[src/hdl/dbq_pkg.sv]
`timescale 1ns / 1ps

package dbq_pkg;

    // Queue geometry
    localparam int QUEUE_DEPTH = 16;
    localparam int IDX_W       = $clog2(QUEUE_DEPTH);
    localparam int CNT_W       = $clog2(QUEUE_DEPTH + 1);

    // Fixed field widths
    localparam int CFG_W  = 5;
    localparam int CMD_W  = 2;
    localparam int KEY_W  = 32;
    localparam int KIND_W = 3;
    localparam int WC_W   = 5;
    localparam int CMP_W  = (CNT_W > CFG_W) ? CNT_W : CFG_W;

    // Configuration register indexes
    localparam int CFG_IDX_W = 1;
    localparam logic [CFG_IDX_W-1:0] CFG_MIN_GROUP = 1'b0;
    localparam logic [CFG_IDX_W-1:0] CFG_MAX_GROUP = 1'b1;

    // Reset values of the configuration registers
    localparam logic [CFG_W-1:0] MIN_GROUP_RST = 5'd1;
    localparam logic [CFG_W-1:0] MAX_GROUP_RST = 5'd4;

    // Command codes
    localparam logic [CMD_W-1:0] CMD_ADD    = 2'd0;
    localparam logic [CMD_W-1:0] CMD_REMOVE = 2'd1;
    localparam logic [CMD_W-1:0] CMD_TICK   = 2'd2;

    // Result kinds
    localparam logic [KIND_W-1:0] KIND_ADDED    = 3'd0;
    localparam logic [KIND_W-1:0] KIND_DUP      = 3'd1;
    localparam logic [KIND_W-1:0] KIND_REMOVED  = 3'd2;
    localparam logic [KIND_W-1:0] KIND_NOTFOUND = 3'd3;
    localparam logic [KIND_W-1:0] KIND_FULL     = 3'd4;
    localparam logic [KIND_W-1:0] KIND_MEMBER   = 3'd5;
    localparam logic [KIND_W-1:0] KIND_NOGROUP  = 3'd6;

    typedef struct packed {
        logic [CMD_W-1:0] cmd;
        logic [KEY_W-1:0] member_key;
    } t_in;

    typedef struct packed {
        logic [KIND_W-1:0] kind;
        logic [KEY_W-1:0]  member_out;
        logic [KEY_W-1:0]  group_number;
        logic              last_in_group;
        logic              last_of_run;
        logic [WC_W-1:0]   waiting_count;
        logic [KEY_W-1:0]  members_grouped_total;
    } t_out;

    // Effective group limits handed to the engine
    typedef struct packed {
        logic [CFG_W-1:0] emin;
        logic [CFG_W-1:0] emax;
    } t_cfg;

    // Result handed from the engine to the output register
    typedef struct packed {
        logic push;
        t_out res;
    } t_res_push;

    typedef enum logic [2:0] {
        S_IDLE,
        S_SEARCH,
        S_SHIFT,
        S_GROUP,
        S_EMIT,
        S_RESULT
    } t_state;

    // Logical queue position to physical memory address (ring from head)
    function automatic logic [IDX_W-1:0] phys(input logic [IDX_W-1:0] head,
                                              input logic [CNT_W-1:0] lidx);
        logic [CNT_W:0] sum;
        sum = {1'b0, lidx} + (CNT_W + 1)'(head);
        if (sum >= (CNT_W + 1)'(QUEUE_DEPTH)) begin
            sum = sum - (CNT_W + 1)'(QUEUE_DEPTH);
        end
        return sum[IDX_W-1:0];
    endfunction

endpackage

[src/hdl/dbq_engine.sv]
`timescale 1ns / 1ps

module dbq_engine (
    input  logic               i_clk,
    input  logic               i_rst_n,
    input  logic               i_in_valid,
    input  dbq_pkg::t_in       i_in_data,
    output logic               o_busy,
    input  dbq_pkg::t_cfg      i_cfg,
    input  logic               i_out_free,
    output dbq_pkg::t_res_push o_res
);

    // ID ring memory
    logic [dbq_pkg::KEY_W-1:0] mem [dbq_pkg::QUEUE_DEPTH];
    logic [dbq_pkg::KEY_W-1:0] r_rdata;

    dbq_pkg::t_state r_state, n_state;

    logic [dbq_pkg::IDX_W-1:0]  r_head, n_head;
    logic [dbq_pkg::CNT_W-1:0]  r_occ, n_occ;
    logic [dbq_pkg::KEY_W-1:0]  r_groups, n_groups;
    logic [dbq_pkg::KEY_W-1:0]  r_members, n_members;
    logic [dbq_pkg::CMD_W-1:0]  r_cmd, n_cmd;
    logic [dbq_pkg::KEY_W-1:0]  r_key, n_key;
    logic [dbq_pkg::KIND_W-1:0] r_kind, n_kind;
    logic [dbq_pkg::CNT_W-1:0]  r_idx, n_idx;
    logic [dbq_pkg::CNT_W-1:0]  r_grp_left, n_grp_left;
    logic [dbq_pkg::KEY_W-1:0]  r_gnum, n_gnum;

    logic [dbq_pkg::IDX_W-1:0]  w_raddr;
    logic [dbq_pkg::IDX_W-1:0]  w_waddr;
    logic [dbq_pkg::KEY_W-1:0]  w_wdata;
    logic                       w_we;

    // Compare unit and group sizing
    logic                       w_found;
    logic                       w_at_end;
    logic                       w_grp_ok;
    logic                       w_shift_done;
    logic [dbq_pkg::CNT_W-1:0]  w_size;

    assign w_found      = (r_idx < r_occ) && (r_rdata == r_key);
    assign w_at_end     = (r_idx == r_occ);
    assign w_shift_done = ((r_idx + dbq_pkg::CNT_W'(1)) == r_occ);
    assign w_grp_ok     = (dbq_pkg::CMP_W'(r_occ) >= dbq_pkg::CMP_W'(i_cfg.emin))
                          && (r_occ != '0);
    assign w_size       = (dbq_pkg::CMP_W'(r_occ) < dbq_pkg::CMP_W'(i_cfg.emax))
                          ? r_occ : dbq_pkg::CNT_W'(i_cfg.emax);

    assign o_busy = (r_state != dbq_pkg::S_IDLE);

    // Next state
    always_comb begin
        n_state = r_state;
        unique case (r_state)
            dbq_pkg::S_IDLE: begin
                if (i_in_valid) begin
                    if (i_in_data.cmd == dbq_pkg::CMD_ADD ||
                        i_in_data.cmd == dbq_pkg::CMD_REMOVE) begin
                        n_state = dbq_pkg::S_SEARCH;
                    end else if (i_in_data.cmd == dbq_pkg::CMD_TICK) begin
                        n_state = w_grp_ok ? dbq_pkg::S_GROUP : dbq_pkg::S_RESULT;
                    end
                end
            end
            dbq_pkg::S_SEARCH: begin
                if (w_found) begin
                    n_state = (r_cmd == dbq_pkg::CMD_ADD) ? dbq_pkg::S_RESULT
                                                          : dbq_pkg::S_SHIFT;
                end else if (w_at_end) begin
                    n_state = dbq_pkg::S_RESULT;
                end
            end
            dbq_pkg::S_SHIFT: begin
                if (w_shift_done) begin
                    n_state = dbq_pkg::S_RESULT;
                end
            end
            dbq_pkg::S_GROUP: begin
                n_state = dbq_pkg::S_EMIT;
            end
            dbq_pkg::S_EMIT: begin
                if (i_out_free && r_grp_left == dbq_pkg::CNT_W'(1)) begin
                    n_state = w_grp_ok ? dbq_pkg::S_GROUP : dbq_pkg::S_IDLE;
                end
            end
            dbq_pkg::S_RESULT: begin
                if (i_out_free) begin
                    n_state = dbq_pkg::S_IDLE;
                end
            end
            default: n_state = dbq_pkg::S_IDLE;
        endcase
    end

    // Datapath control and result generation
    always_comb begin
        n_head     = r_head;
        n_occ      = r_occ;
        n_groups   = r_groups;
        n_members  = r_members;
        n_cmd      = r_cmd;
        n_key      = r_key;
        n_kind     = r_kind;
        n_idx      = r_idx;
        n_grp_left = r_grp_left;
        n_gnum     = r_gnum;
        w_raddr    = dbq_pkg::phys(r_head, '0);
        w_waddr    = dbq_pkg::phys(r_head, r_idx);
        w_wdata    = r_rdata;
        w_we       = 1'b0;
        o_res      = '0;

        unique case (r_state)
            dbq_pkg::S_IDLE: begin
                if (i_in_valid) begin
                    n_cmd = i_in_data.cmd;
                    n_key = i_in_data.member_key;
                    n_idx = '0;
                    if (i_in_data.cmd == dbq_pkg::CMD_TICK) begin
                        n_key  = '0;
                        n_kind = dbq_pkg::KIND_NOGROUP;
                    end
                end
            end
            dbq_pkg::S_SEARCH: begin
                // Walk one entry a cycle; data for r_idx arrives now
                w_raddr = dbq_pkg::phys(r_head, r_idx + dbq_pkg::CNT_W'(1));
                if (w_found) begin
                    n_kind = dbq_pkg::KIND_DUP;
                end else if (w_at_end) begin
                    if (r_cmd == dbq_pkg::CMD_REMOVE) begin
                        n_kind = dbq_pkg::KIND_NOTFOUND;
                    end else if (r_occ == dbq_pkg::CNT_W'(dbq_pkg::QUEUE_DEPTH)) begin
                        n_kind = dbq_pkg::KIND_FULL;
                    end else begin
                        w_we    = 1'b1;
                        w_waddr = dbq_pkg::phys(r_head, r_occ);
                        w_wdata = r_key;
                        n_occ   = r_occ + dbq_pkg::CNT_W'(1);
                        n_kind  = dbq_pkg::KIND_ADDED;
                    end
                end else begin
                    n_idx = r_idx + dbq_pkg::CNT_W'(1);
                end
            end
            dbq_pkg::S_SHIFT: begin
                // Close the gap: entry idx+1 moves down to idx
                w_raddr = dbq_pkg::phys(r_head, r_idx + dbq_pkg::CNT_W'(2));
                if (w_shift_done) begin
                    n_occ  = r_occ - dbq_pkg::CNT_W'(1);
                    n_kind = dbq_pkg::KIND_REMOVED;
                end else begin
                    w_we  = 1'b1;
                    n_idx = r_idx + dbq_pkg::CNT_W'(1);
                end
            end
            dbq_pkg::S_GROUP: begin
                // Book the whole group up front; members follow
                n_gnum     = r_groups;
                n_groups   = r_groups + dbq_pkg::KEY_W'(1);
                n_members  = r_members + dbq_pkg::KEY_W'(w_size);
                n_occ      = r_occ - w_size;
                n_grp_left = w_size;
            end
            dbq_pkg::S_EMIT: begin
                if (i_out_free) begin
                    w_raddr                         = dbq_pkg::phys(r_head,
                                                          dbq_pkg::CNT_W'(1));
                    n_head                          = dbq_pkg::phys(r_head,
                                                          dbq_pkg::CNT_W'(1));
                    n_grp_left                      = r_grp_left - dbq_pkg::CNT_W'(1);
                    o_res.push                      = 1'b1;
                    o_res.res.kind                  = dbq_pkg::KIND_MEMBER;
                    o_res.res.member_out            = r_rdata;
                    o_res.res.group_number          = r_gnum;
                    o_res.res.last_in_group         = (r_grp_left == dbq_pkg::CNT_W'(1));
                    o_res.res.last_of_run           = (r_grp_left == dbq_pkg::CNT_W'(1))
                                                      && !w_grp_ok;
                    o_res.res.waiting_count         = dbq_pkg::WC_W'(r_occ);
                    o_res.res.members_grouped_total = r_members;
                end
            end
            dbq_pkg::S_RESULT: begin
                if (i_out_free) begin
                    o_res.push                      = 1'b1;
                    o_res.res.kind                  = r_kind;
                    o_res.res.member_out            = r_key;
                    o_res.res.group_number          = r_groups;
                    o_res.res.last_in_group         = 1'b0;
                    o_res.res.last_of_run           = 1'b1;
                    o_res.res.waiting_count         = dbq_pkg::WC_W'(r_occ);
                    o_res.res.members_grouped_total = r_members;
                end
            end
            default: begin
                n_idx = '0;
            end
        endcase
    end

    // Memory: one write and one registered read per cycle
    always_ff @(posedge i_clk) begin
        if (w_we) begin
            mem[w_waddr] <= w_wdata;
        end
        r_rdata <= mem[w_raddr];
    end

    // Control state
    always_ff @(posedge i_clk) begin
        if (!i_rst_n) begin
            r_state   <= dbq_pkg::S_IDLE;
            r_head    <= '0;
            r_occ     <= '0;
            r_groups  <= '0;
            r_members <= '0;
        end else begin
            r_state   <= n_state;
            r_head    <= n_head;
            r_occ     <= n_occ;
            r_groups  <= n_groups;
            r_members <= n_members;
        end
    end

    // Working registers of the current transaction
    always_ff @(posedge i_clk) begin
        r_cmd      <= n_cmd;
        r_key      <= n_key;
        r_kind     <= n_kind;
        r_idx      <= n_idx;
        r_grp_left <= n_grp_left;
        r_gnum     <= n_gnum;
    end

    a_occ_bound: assert property (@(posedge i_clk) disable iff (!i_rst_n)
        r_occ <= dbq_pkg::CNT_W'(dbq_pkg::QUEUE_DEPTH))
        else $error("occupancy above queue depth");

    a_search_range: assert property (@(posedge i_clk) disable iff (!i_rst_n)
        (r_state == dbq_pkg::S_SEARCH) |-> (r_idx <= r_occ))
        else $error("search index past occupancy");

    a_group_booked: assert property (@(posedge i_clk) disable iff (!i_rst_n)
        (r_state == dbq_pkg::S_GROUP) |=>
            (r_groups == $past(r_groups) + dbq_pkg::KEY_W'(1)) &&
            (r_state == dbq_pkg::S_EMIT) && (r_occ < $past(r_occ)))
        else $error("group start did not book the group");

    a_emit_left: assert property (@(posedge i_clk) disable iff (!i_rst_n)
        (r_state == dbq_pkg::S_EMIT) |-> (r_grp_left != '0))
        else $error("emitting with no members left");

endmodule

[src/hdl/dedup_batching_queue_core.sv]
`timescale 1ns / 1ps

// Ordered waiting queue of up to QUEUE_DEPTH 32-bit IDs with duplicate check,
// removal from any position and group formation on a tick. One transaction is
// worked at a time; stall stays high until its last result has been loaded
// into the output register. All work goes through the single read port of the
// ID ring memory, one entry per cycle while no result waits on the output
// register. An add walks the queue until a duplicate or the end and then
// appends if there is room; a remove searches and then shifts the tail
// down; a tick reports no group, or books each group and then emits its
// members. A result that meets a full output register waits until the
// register is free. Configuration writes must be made only while no
// transaction is in progress; the block itself does not enforce this.
module dedup_batching_queue_core (
    input  logic                              i_clk,
    input  logic                              i_rst_n,
    input  logic                              i_in_valid,
    output logic                              o_in_stall,
    input  dbq_pkg::t_in                      i_in_data,
    output logic                              o_out_valid,
    input  logic                              i_out_stall,
    output dbq_pkg::t_out                     o_out_data,
    input  logic                              i_cfg_wr_en,
    input  logic [dbq_pkg::CFG_IDX_W-1:0]     i_cfg_index,
    input  logic [dbq_pkg::CFG_W-1:0]         i_cfg_wdata
);

    logic [dbq_pkg::CFG_W-1:0] r_min_group;
    logic [dbq_pkg::CFG_W-1:0] r_max_group;
    logic                      r_out_valid;
    dbq_pkg::t_out             r_out;

    dbq_pkg::t_cfg             w_cfg;
    dbq_pkg::t_res_push        w_res;
    logic                      w_busy;
    logic                      w_out_free;

    // Configuration registers
    always_ff @(posedge i_clk) begin
        if (!i_rst_n) begin
            r_min_group <= dbq_pkg::MIN_GROUP_RST;
            r_max_group <= dbq_pkg::MAX_GROUP_RST;
        end else if (i_cfg_wr_en) begin
            unique case (i_cfg_index)
                dbq_pkg::CFG_MIN_GROUP: r_min_group <= i_cfg_wdata;
                dbq_pkg::CFG_MAX_GROUP: r_max_group <= i_cfg_wdata;
                default: r_min_group <= r_min_group;
            endcase
        end
    end

    // Effective limits: min at least 1, max at least min
    always_comb begin
        w_cfg.emin = (r_min_group == '0) ? dbq_pkg::CFG_W'(1) : r_min_group;
        w_cfg.emax = (r_max_group < w_cfg.emin) ? w_cfg.emin : r_max_group;
    end

    assign w_out_free = !r_out_valid || !i_out_stall;

    dbq_engine u_engine (
        .i_clk      (i_clk),
        .i_rst_n    (i_rst_n),
        .i_in_valid (i_in_valid),
        .i_in_data  (i_in_data),
        .o_busy     (w_busy),
        .i_cfg      (w_cfg),
        .i_out_free (w_out_free),
        .o_res      (w_res)
    );

    // Output register
    always_ff @(posedge i_clk) begin
        if (!i_rst_n) begin
            r_out_valid <= 1'b0;
        end else if (w_res.push) begin
            r_out_valid <= 1'b1;
        end else if (!i_out_stall) begin
            r_out_valid <= 1'b0;
        end
    end

    always_ff @(posedge i_clk) begin
        if (w_res.push) begin
            r_out <= w_res.res;
        end
    end

    assign o_in_stall  = w_busy;
    assign o_out_valid = r_out_valid;
    assign o_out_data  = r_out;

endmodule

[config.mk]
export PLATFORM = sky130hd
export DESIGN_NAME = dedup_batching_queue_core
export DESIGN_NICKNAME = d
export VERILOG_FILES = /design/src/hdl/dbq_pkg.sv /design/src/hdl/dbq_engine.sv /design/src/hdl/dedup_batching_queue_core.sv
export SDC_FILE = /design/constraint.sdc
export NUM_CORES = 1
export LEC_CHECK = 0
export BUFFER_PORTS_ARGS = -buffer_cell sky130_fd_sc_hd__buf_2
export CORE_MARGIN = 3
export CORE_UTILIZATION = 32
export CTS_BUF_LIST = sky130_fd_sc_hd__clkbuf_2 sky130_fd_sc_hd__clkbuf_4 sky130_fd_sc_hd__clkbuf_8
export DETAILED_ROUTE_END_ITERATION = 8
export REMOVE_ABC_BUFFERS = 1
export SKIP_CTS_REPAIR_TIMING = 1
export SYNTH_ARGS = -nofsm -noshare
export SYNTH_HDL_FRONTEND = slang
export SYNTH_HIERARCHICAL = 1
export SYNTH_SLANG_ARGS = --single-unit
[constraint.sdc]
create_clock -name i_clk -period 5.4 [get_ports i_clk]
set_input_delay 0.54 -clock i_clk [delete_from_list [all_inputs] [get_ports i_clk]]
set_output_delay 0.54 -clock i_clk [all_outputs]
set_load 0.005 [all_outputs]
==> results.json <==
{
  "n_antenna_cell": 0,
  "htree_levels": 4,
  "fp.dieArea_um2": 109000,
  "place.gp.congestion": 0.798,
  "grt_antenna_before_repair": 2,
  "cellLeakagePower_nw": 13.9,
  "fin_skew_ns": 0.0396,
  "crit_fanout": 3,
  "place_ws_ns": 0.0132,
  "syn-cell-area_um2": 33700,
  "fin_nets": 2800,
  "hold_path_class": "in -> reg",
  "endpoint_kind": "flip-flop",
  "drt-pass1-iter-count": 5,
  "outcome": "complete, no violations",
  "grt-ovfl-total": 0,
  "worst-path-buf-inv": 4,
  "min_period_ns": 5.05,
  "crit_type": "reg -> reg",
  "yosys_warnings": 6,
  "placed_cells": 3937,
  "crit_chain": "inv_1, ha_1, a21oi_1, o21ai_2, a21oi_2, buf_4, mux2_1, inv_1, ha_1, nor2_1, nand3b_1, nand2b_1, a21oi_2, mux2i_1, inv_1, fa_1, nor2b_1, o21a_1, o21ai_2, a2111oi_4, nand2_1, or4_1, a21oi_1",
  "finalSetupViolCount": 0,
  "ys_seq_elements": 816,
  "hold_depth": 2,
  "grt_pass1_vias": 20776,
  "crit_path_start_kind": "flip-flop",
  "regArea_um2": 23300,
  "numPortBuffers": 152,
  "timing.rr.end": "u_engine/r_members[24]$_SDFFE_PN0P_",
  "core_area_um2": 104000,
  "path_clk_slew_ns": 0.06,
  "io_pins": 153,
  "wl_um": 88300,
  "crit_family": "compound AO/OA/AOI/OAI gates",
  "worstRegToRegCells": 23,
  "areaGrowthSynthToFinish_pct": 16.8,
  "min_period_over_period_pct": 93.6,
  "grt_pass1_wl_um": 132000,
  "synth_cell_types": 79,
  "multi_input_area_um2": 9810,
  "drcViolationCount": 0,
  "fp.dieW_um": 331,
  "arrival_ns": 5.74,
  "worst_hold_slack_ns": 0.0315,
  "crit_slowest_cell": "or4_1",
  "cap_violations": 0,
  "slew_viol_final": 0,
  "cts_sinks": 816,
  "via_per_inst": 5.07,
  "critPathMaxStageDelay_ns": 0.48,
  "hpwl_um": 49600,
  "relSlewSlack_pct": 26.6,
  "synth_cells": 2480,
  "yosys_most_used_dff": "edfxtp_1",
  "met1_usage_pct": 22.5,
  "fin_ws_ns": 0.345,
  "hold_start": "i_in_data[6]",
  "met2_usage_pct": 24.9,
  "hold_violations": 0,
  "grt_usage_pct": 16.0,
  "cts_tree": "built",
  "die_h_um": 331,
  "critPathRequiredTime_ns": 6.09,
  "tritoncts.num_buffers": 139,
  "clk_latency_ns": 0.78,
  "start_util_pct": 32.4,
  "synth_edf_count": 697,
  "yosysSeqAreaShare_pct": 69.2,
  "rows": 118,
  "worstHoldEndpoint": "u_engine/r_key[6]$_SDFFCE_PN0P_",
  "worst_slew_pin_slew_ns": 1.07,
  "gr-max-usage-layer": "met2",
  "syn_avg_cell_area_um2": 13.6,
  "drive_above_1_share_pct": 19.5,
  "wire_per_inst_um": 21.0,
  "clock_path_buffers": 3,
  "p_per_area_nw_per_um2": 541,
  "reg2reg_slack_ns": 0.35,
  "r2r_start": "r_min_group[4]$_SDFFE_PN0P_",
  "vias": 21310,
  "fillers": 9827,
  "final_area_um2": 39400,
  "fin_cells": 4203,
  "grt_max_degree": 104,
  "place_area_um2": 36400,
  "cpMostUsedCell": "inv_1",
  "peakVddDrop_v": 0.000395,
  "async_flop_share_pct": 0,
  "max_freq_ghz": 0.198,
  "clockRootBuffer": "clkbuf_8",
  "drtIter0Drc": 1781,
  "gr-usage-met3_pct": 2.90,
  "p_total_w": 0.0213,
  "postRouteAntennaNets": 0
}
==> kinds of logic (layout without fill, tap and decap cells) <==
group | after synthesis | in the layout | synth area share (%)
fa+ha+maj | 48 | 48 | 1.89
flops | 816 | 816 | 69.2
buf+inv | 185 | 528 | 2.33
compound gates | 423 | 423 | 9.50
xor+xnor | 112 | 112 | 3.00
simple gates | 793 | 793 | 10.9
mux | 103 | 103 | 3.22
==> cells in the final DEF, fill, tap and decap left out, types with 10 or more instances in the layout <==
cell,instances
edfxtp_1,697
nand2_1,433
clkbuf_8,152
buf_2,152
dfxtp_1,117
a22o_1,95
a31oi_1,95
nor2_1,87
a21oi_1,69
xnor2_1,66
mux2i_1,59
buf_4,59
clkbuf_4,53
xor2_1,44
ha_1,43
and2_1,43
and3_1,42
nor2b_1,39
inv_1,38
mux2_2,38
nand4_1,32
nand3_1,32
o311a_1,32
a32oi_1,31
a221o_1,31
clkinv_1,25
o21ai_0,19
nor3_2,18
clkinv_2,10
==> area by class of cell <==
type                    instances  area share (%)
inverters                      42           0.413
multi-input cells            1479            24.9
clock buffers                 205            6.33
flip-flops and latches        816            59.2
clock inverters                52           0.960
well taps                    1380            4.39
repair buffers                229            3.75
==> cell usage after synthesis (all sizes together) (39+ instances only) <==
library cell,n,share of area (%)
edfxtp,697,62
nand2,433,4.8
dfxtp,119,7.1
a22o,95,2.5
a31oi,95,1.8
nor2,94,1.1
clkbuf,82,0.91
a21oi,71,1.1
xnor2,66,1.7
buf,61,0.95
mux2i,60,1.8
and2,44,0.82
xor2,44,1.1
ha,43,1.6
mux2,43,1.4
and3,42,0.78
inv,42,0.47
nor2b,39,0.72
==> registers in the layout (all words and copies together) (netlist names) <==
register,flops
u_engine/r_gnum,32
u_engine/r_occ,5
u_engine/r_state,3
u_engine/r_grp_left,5
r_min_group,5
u_engine/r_members,32
u_engine/r_kind,3
u_engine/r_idx,5
u_engine/r_key,32
r_max_group,5
u_engine/r_groups,32
o_out_data,106
u_engine/mem,512
u_engine/r_cmd,2
u_engine/r_rdata,32
u_engine/r_head,4
o_out_valid,1
==> layer usage <==
layer | wire [µm] | up-vias
li1 | - | 9789
met1 | 39700 | 10612
met2 | 40400 | 758
met3 | 6130 | 151
met4 | 2080 | 0
met5 | 0 | -
==> where the power goes <==
| part | switching, W | leakage (nW) | internal, W |
|---|---|---|---|
| Clock | 0.00257 | 1.51 | 0.00309 |
| Combinational | 0.00462 | 5.05 | 0.00233 |
| Sequential | 0.000411 | 7.32 | 0.00826 |
==> how the worst max path moves through the flow <==
stage / startpoint / to / slack, ns / depth (start not counted)
final: r_min_group[4]$_SDFFE_PN0P_ / u_engine/r_members[24]$_SDFFE_PN0P_ / 0.35 / 23
after global routing: r_min_group[4]$_SDFFE_PN0P_ / u_engine/r_members[24]$_SDFFE_PN0P_ / -0.004 / 25
after CTS: r_min_group[2]$_SDFFE_PN0P_ / u_engine/r_members[24]$_SDFFE_PN0P_ / -0.03 / 25
after detailed placement: r_min_group[2]$_SDFFE_PN0P_ / u_engine/r_members[24]$_SDFFE_PN0P_ / 0.01 / 25
after global placement: r_min_group[2]$_SDFFE_PN0P_ / u_engine/r_members[24]$_SDFFE_PN0P_ / 0.09 / 25
after floorplan: u_engine/r_state[0]$_SDFFE_PN0P_ / o_out_data[0]$_DFFE_PP_ / -3.69 / 4
==> through the flow <==
step / TNS (ns) / util (%)
after global routing: -0.00436 / 37.8
after detailed placement: 0 / 34.9
after global placement: 0 / 34.9
final: 0 / 37.8
after CTS: -0.0289 / 37.7
after floorplan: -890.35 / -
No activity file was read; power rests on OpenSTA's default activity.
